[src/rtl/tbp_ram.sv]
// Simple dual-port RAM with one write port and one registered read port.
module tbp_ram #(
	parameter int DEPTH = 512,
	parameter int WIDTH = 2,
	localparam int AW = $clog2(DEPTH)
) (
	input  logic             clk,
	input  logic             wr_en,
	input  logic [AW-1:0]    wr_addr,
	input  logic [WIDTH-1:0] wr_data,
	input  logic             rd_en,
	input  logic [AW-1:0]    rd_addr,
	output logic [WIDTH-1:0] rd_data
);

	logic [WIDTH-1:0] mem [DEPTH];

	// Write port.
	always_ff @(posedge clk) begin
		if (wr_en) begin
			mem[wr_addr] <= wr_data;
		end
	end

	// Read port returns the old contents on a same-cycle write.
	always_ff @(posedge clk) begin
		if (rd_en) begin
			rd_data <= mem[rd_addr];
		end
	end

endmodule

[config.mk]
export PLATFORM = sky130hd
export DESIGN_NAME = tbp_ram
export DESIGN_NICKNAME = d
export VERILOG_FILES = /design/src/rtl/tbp_ram.sv
export SDC_FILE = /design/constraint.sdc
export NUM_CORES = 1
export LEC_CHECK = 0
export ABC_AREA = 1
export ABC_CLOCK_PERIOD_IN_PS = 2800
export BUFFER_PORTS_ARGS = -buffer_cell sky130_fd_sc_hd__buf_4
export CAP_MARGIN = 5
export CORE_MARGIN = 2
export CORE_UTILIZATION = 55
export CTS_CLUSTER_DIAMETER = 80
export DETAILED_ROUTE_END_ITERATION = 7
export GPL_TIMING_DRIVEN = 1
export PLACE_DENSITY = 0.71
export SYNTH_ARGS = -nofsm -noshare
export SYNTH_HDL_FRONTEND = slang
export SYNTH_SLANG_ARGS = --single-unit
[constraint.sdc]
create_clock -name clk -period 2.8 [get_ports clk]
set_clock_uncertainty 0.2 [all_clocks]
set_input_delay 0.56 -clock clk [delete_from_list [all_inputs] [get_ports clk]]
set_output_delay 0.56 -clock clk [all_outputs]
set_load 0.02 [all_outputs]
# Word-level counts from Yosys, hierarchy flattened
# Memories as Yosys holds them, arrays and structs flattened. A register that Yosys moved wholly into a read port is not among the register bits.
# Index checks and enable logic that the tools add are counted.
classes:
  n_reduce_logical: 0
  mul: 0
  n_lt_le_gt_ge: 0
  n_div: 0
  addsub: 0
  eq_ne: 0
  shifts: 0
  n_bitwise: 0
  mux: 2
op_table:
  columns: ["cell", "n"]
  rows:
  - ["two-way mux 1 bit", 2]
word_totals:
  latch_bits: 0
  out_inout_bits: 2
  mem_bits_ro: 0
  reg_bits: 0
  word_cells: 3
  in_bits: 23
  memories: 1
  ram_bits: 1024
mem_list:
  columns: ["memory", "depth", "width", "rd", "rd_ports_with_merged_regs", "write_ports", "line", "rtl"]
  rows:
  - ["mem", 512, 2, 1, 1, 1, "16", "logic [WIDTH-1:0] mem [DEPTH];"]

# Logic depth before layout (Yosys ltp)
logic_depth:
  depth_word: 2
  depth_mapped: 16
  mapped_depth_nobuf: 13

# Least setup slack after synthesis
# Ideal clock, no wire load.
synth_timing:
  kind: "input -> register"
  startpoint: "in rd_addr[1]"
  endpoint: "reg rd_data[1], read port of mem (data pin)"
  slack_ps: 610
  path_stages: 15
  t_arrival_ps: 1737
  required_ps: 2348
  path_buffers: 3
  cell_sequence: "buf_2 -> inv_2 -> buf_2 -> buf_2 -> nand3_1 -> nand3_1 -> nand3_1 -> nand3_1 -> nand3_1 -> nand2_1 -> nand2_1 -> nand3_1 -> nand2_1 -> nand2_1 -> nand2_1"
synth_lines:
  columns: ["item", "line", "rtl"]
  rows:
  - ["from (decl)", "12", "input logic [AW-1:0] rd_addr,"]
  - ["to (decl)", "13", "output logic [WIDTH-1:0] rd_data"]

==> flow_summary_export.csv <==
group,metric,value,unit
worst_setup_path,cp_slowest_cell,"buf_12",
timing,finalSetupTns,0,ns
clocking,clk_pin_slew_worst_paths,0.06,ns
placement,dp_cells,4934,
worst_setup_path,critPathMaxStageDelay,0.24,ns
timing,rsz0062_at_grt,"no",
floorplan,dieArea,82100,um^2
power_and_ir_drop,peakVddDrop,0.497,mV
power_and_ir_drop,p_leak,0.0168,uW
clocking,cts-hold-fix-buffers,1,
floorplan,start_util,0.555,
global_routing,grt_use_total,0.276,
run,cap_violations,0,
global_routing,grt_max_degree,133,
drt,route.vias.total,30500,
clocking,ctsResizeCount,0,
final_layout,final_cell_mix,"1107 x nand2_1, 1026 x edfxtp_1, 1000 x nand3_1, 514 x nor2_1, 120 x buf_4",
drt,drt_first_iter_violations,3575,
drt,wl,113000,um
timing,max_clock_freq,481,MHz
global_routing,grt_remaining_overflow,0,
logic_synthesis,synth_top_area_share,0.702,
floorplan,ioPinCount,25,
logic_synthesis,synth_area,43900,um^2
worst_setup_path,criticalPathCategory,"input port to register",
worst_setup_path,critPathLaunchType,"input port",
logic_synthesis,synth_top_cell_by_area,"edfxtp_1",
floorplan,core_area,79000,um^2
final_layout,final_area,48700,um^2
placement,dpl-instance-area,45400,um^2
final_layout,layout.cells.non_filler,5123,
logic_synthesis,synth.avg_cell_area,10.9,um^2
final_layout,fillCellCount,6253,
clocking,cts_htree_levels,3,
worst_setup_path,critical_path_peak_fanout,46,
timing,tightestPinTransition,0.750,ns
worst_setup_path,end_kind,"register",
logic_synthesis,synth_area_leaders,"edfxtp_1 70%, nand3_1 11%, nand2_1 9.6%, nor2_1 4.4%, buf_2 1.5%",
drt,viasPerCell,5.95,
worst_setup_path,cp_cell_sequence,"buf_8, inv_8, buf_12, nand3_1, nand3_1, nand3_1, nand3_1, nand3_1, nand2_1, nand2_1, nand3_1, nand2_1, nand2_1, nand2_1",
worst_setup_path,cpMostUsedCell,"nand3_1",
placement,place_hpwl,62900,um
logic_synthesis,synthCells,4013,
clocking,postCtsSetupRepairBufs,0,
timing,slew-limit-headroom,0.500,
placement,gp_congestion,0.833,
floorplan,die_h,286,um
drt,wire_per_inst,22.0,um
global_routing,grt_antenna_before_repair,1,
logic_synthesis,yosysWarnings,0,
hold_path,min_path_type,"input port to register",
logic_synthesis,synth.distinct_cells,14,
logic_synthesis,synthesis.nets,4036,
logic_synthesis,ys_seq_area_frac,0.702,
clocking,worstSkewPairLatency,0.68,ns
global_routing,grt_pass1_wl,171000,um
worst_setup_path,worstPathRequired,3.03,ns
final_layout,syn_to_final_growth,10.9,%
clocking,clockRootBuffer,"clkbuf_16",
timing,fin_crit_sh,0.743,
drt,post-route-drc-count,0,
timing,min_period,2.08,ns
timing,maxSlewViolCount,0,
clocking,clock_sinks,1026,
worst_setup_path,cp.arrival,2.31,ns
placement,numPortBuffers,24,
floorplan,num_rows,103,
final_layout,final_common_cell,"nand2_1",
timing,finalHoldWorstSlack,0.0567,ns
final_layout,drive_gt1_frac,0.0815,
floorplan,die_w,286,um
power_and_ir_drop,p_per_area,659,nW/um^2
timing,hold_viol,0,
clocking,clockBufferDepth,3,
drt,drt_first_pass_iters,8,
drt,antenna_left,0,
timing,setup_violations,0,
final_layout,num-nets-final,4014,
global_routing,grt_pass1_vias,29800,
outcome,status,"finished, final reports clean",
logic_synthesis,synth_seq_cells,1026,
clocking,cts_buffers,104,
clocking,tritoncts,"built",
final_layout,antenna_cells,0,
[flip-flops by register name (all words and copies together) (netlist names)]
| register | count |
|---|---|
| rd_data | 2 |
| mem | 1024 |
[critical path, delay by kind of cell]
family	cells	cell delay, ns
AND/OR/NAND/NOR	11	1.13
buffers and inverters	3	0.53
[synth_stat cells]
library cell	count
buf_2	131
buf_8	2
inv_6	1
buf_4	7
nand3_1	1000
nand2_1	1122
buf_6	50
inv_2	3
clkbuf_1	72
nor2_1	514
edfxtp_1	1026
buf_1	39
inv_1	35
nor3_1	11
[worst paths after layout]
path,end,slack (ns),startpoint,depth (start not counted)
setup / recovery,rd_data[1]$_DFFE_PP_,0.72,rd_addr[1],14
hold reg to reg,rd_data[1]$_DFFE_PP_,0.95,mem[48][1]$_DFFE_PP_,12
hold / removal,rd_data[0]$_DFFE_PP_,0.06,rd_addr[8],3
setup reg to reg,rd_data[1]$_DFFE_PP_,0.83,mem[511][1]$_DFFE_PP_,12
[report_power, final]
group	internal [uW]	switching (uW)	total, uW
combinational	575	1450	2030
sequential	16900	5.76	16900
clock	7430	5700	13100
total	24900	7160	32100
[stage by stage]
| stage | utilization | setup slack [ns] | power (uW) |
|---|---|---|---|
| final | 0.616 | 0.720 | 32100 |
| after CTS | 0.616 | 0.746 | 32200 |
| after global placement | 0.575 | 0.0772 | 19200 |
| after global routing | 0.616 | 0.589 | 33000 |
| after floorplan | - | 0.610 | 18400 |
| after detailed placement | 0.575 | 0.0766 | 19200 |
[logic make-up after synthesis]
group | Yosys count | share of synthesized area
AND/OR/NAND/NOR | 2647 | 0.255
flip-flops | 1026 | 0.702
buffers and inverters | 340 | 0.0426
[area by class of cell]
cell class,count,area [um^2],share of cell area
Clock buffer,129,2720,0.0558
Timing Repair Buffer,173,1920,0.0395
Tap cell,1050,1310,0.0270
Multi-Input combinational cell,2647,11200,0.231
Inverter,39,173,0.00355
Clock inverter,59,487,0.0100
Sequential cell,1026,30800,0.633
[routing by layer]
metal  routed length [um]  track usage
met4                 4730        0.122
met5                    0            0
met2                54100        0.459
met1                43400        0.361
met3                10500       0.0460
(Power assumes the default switching activity.)
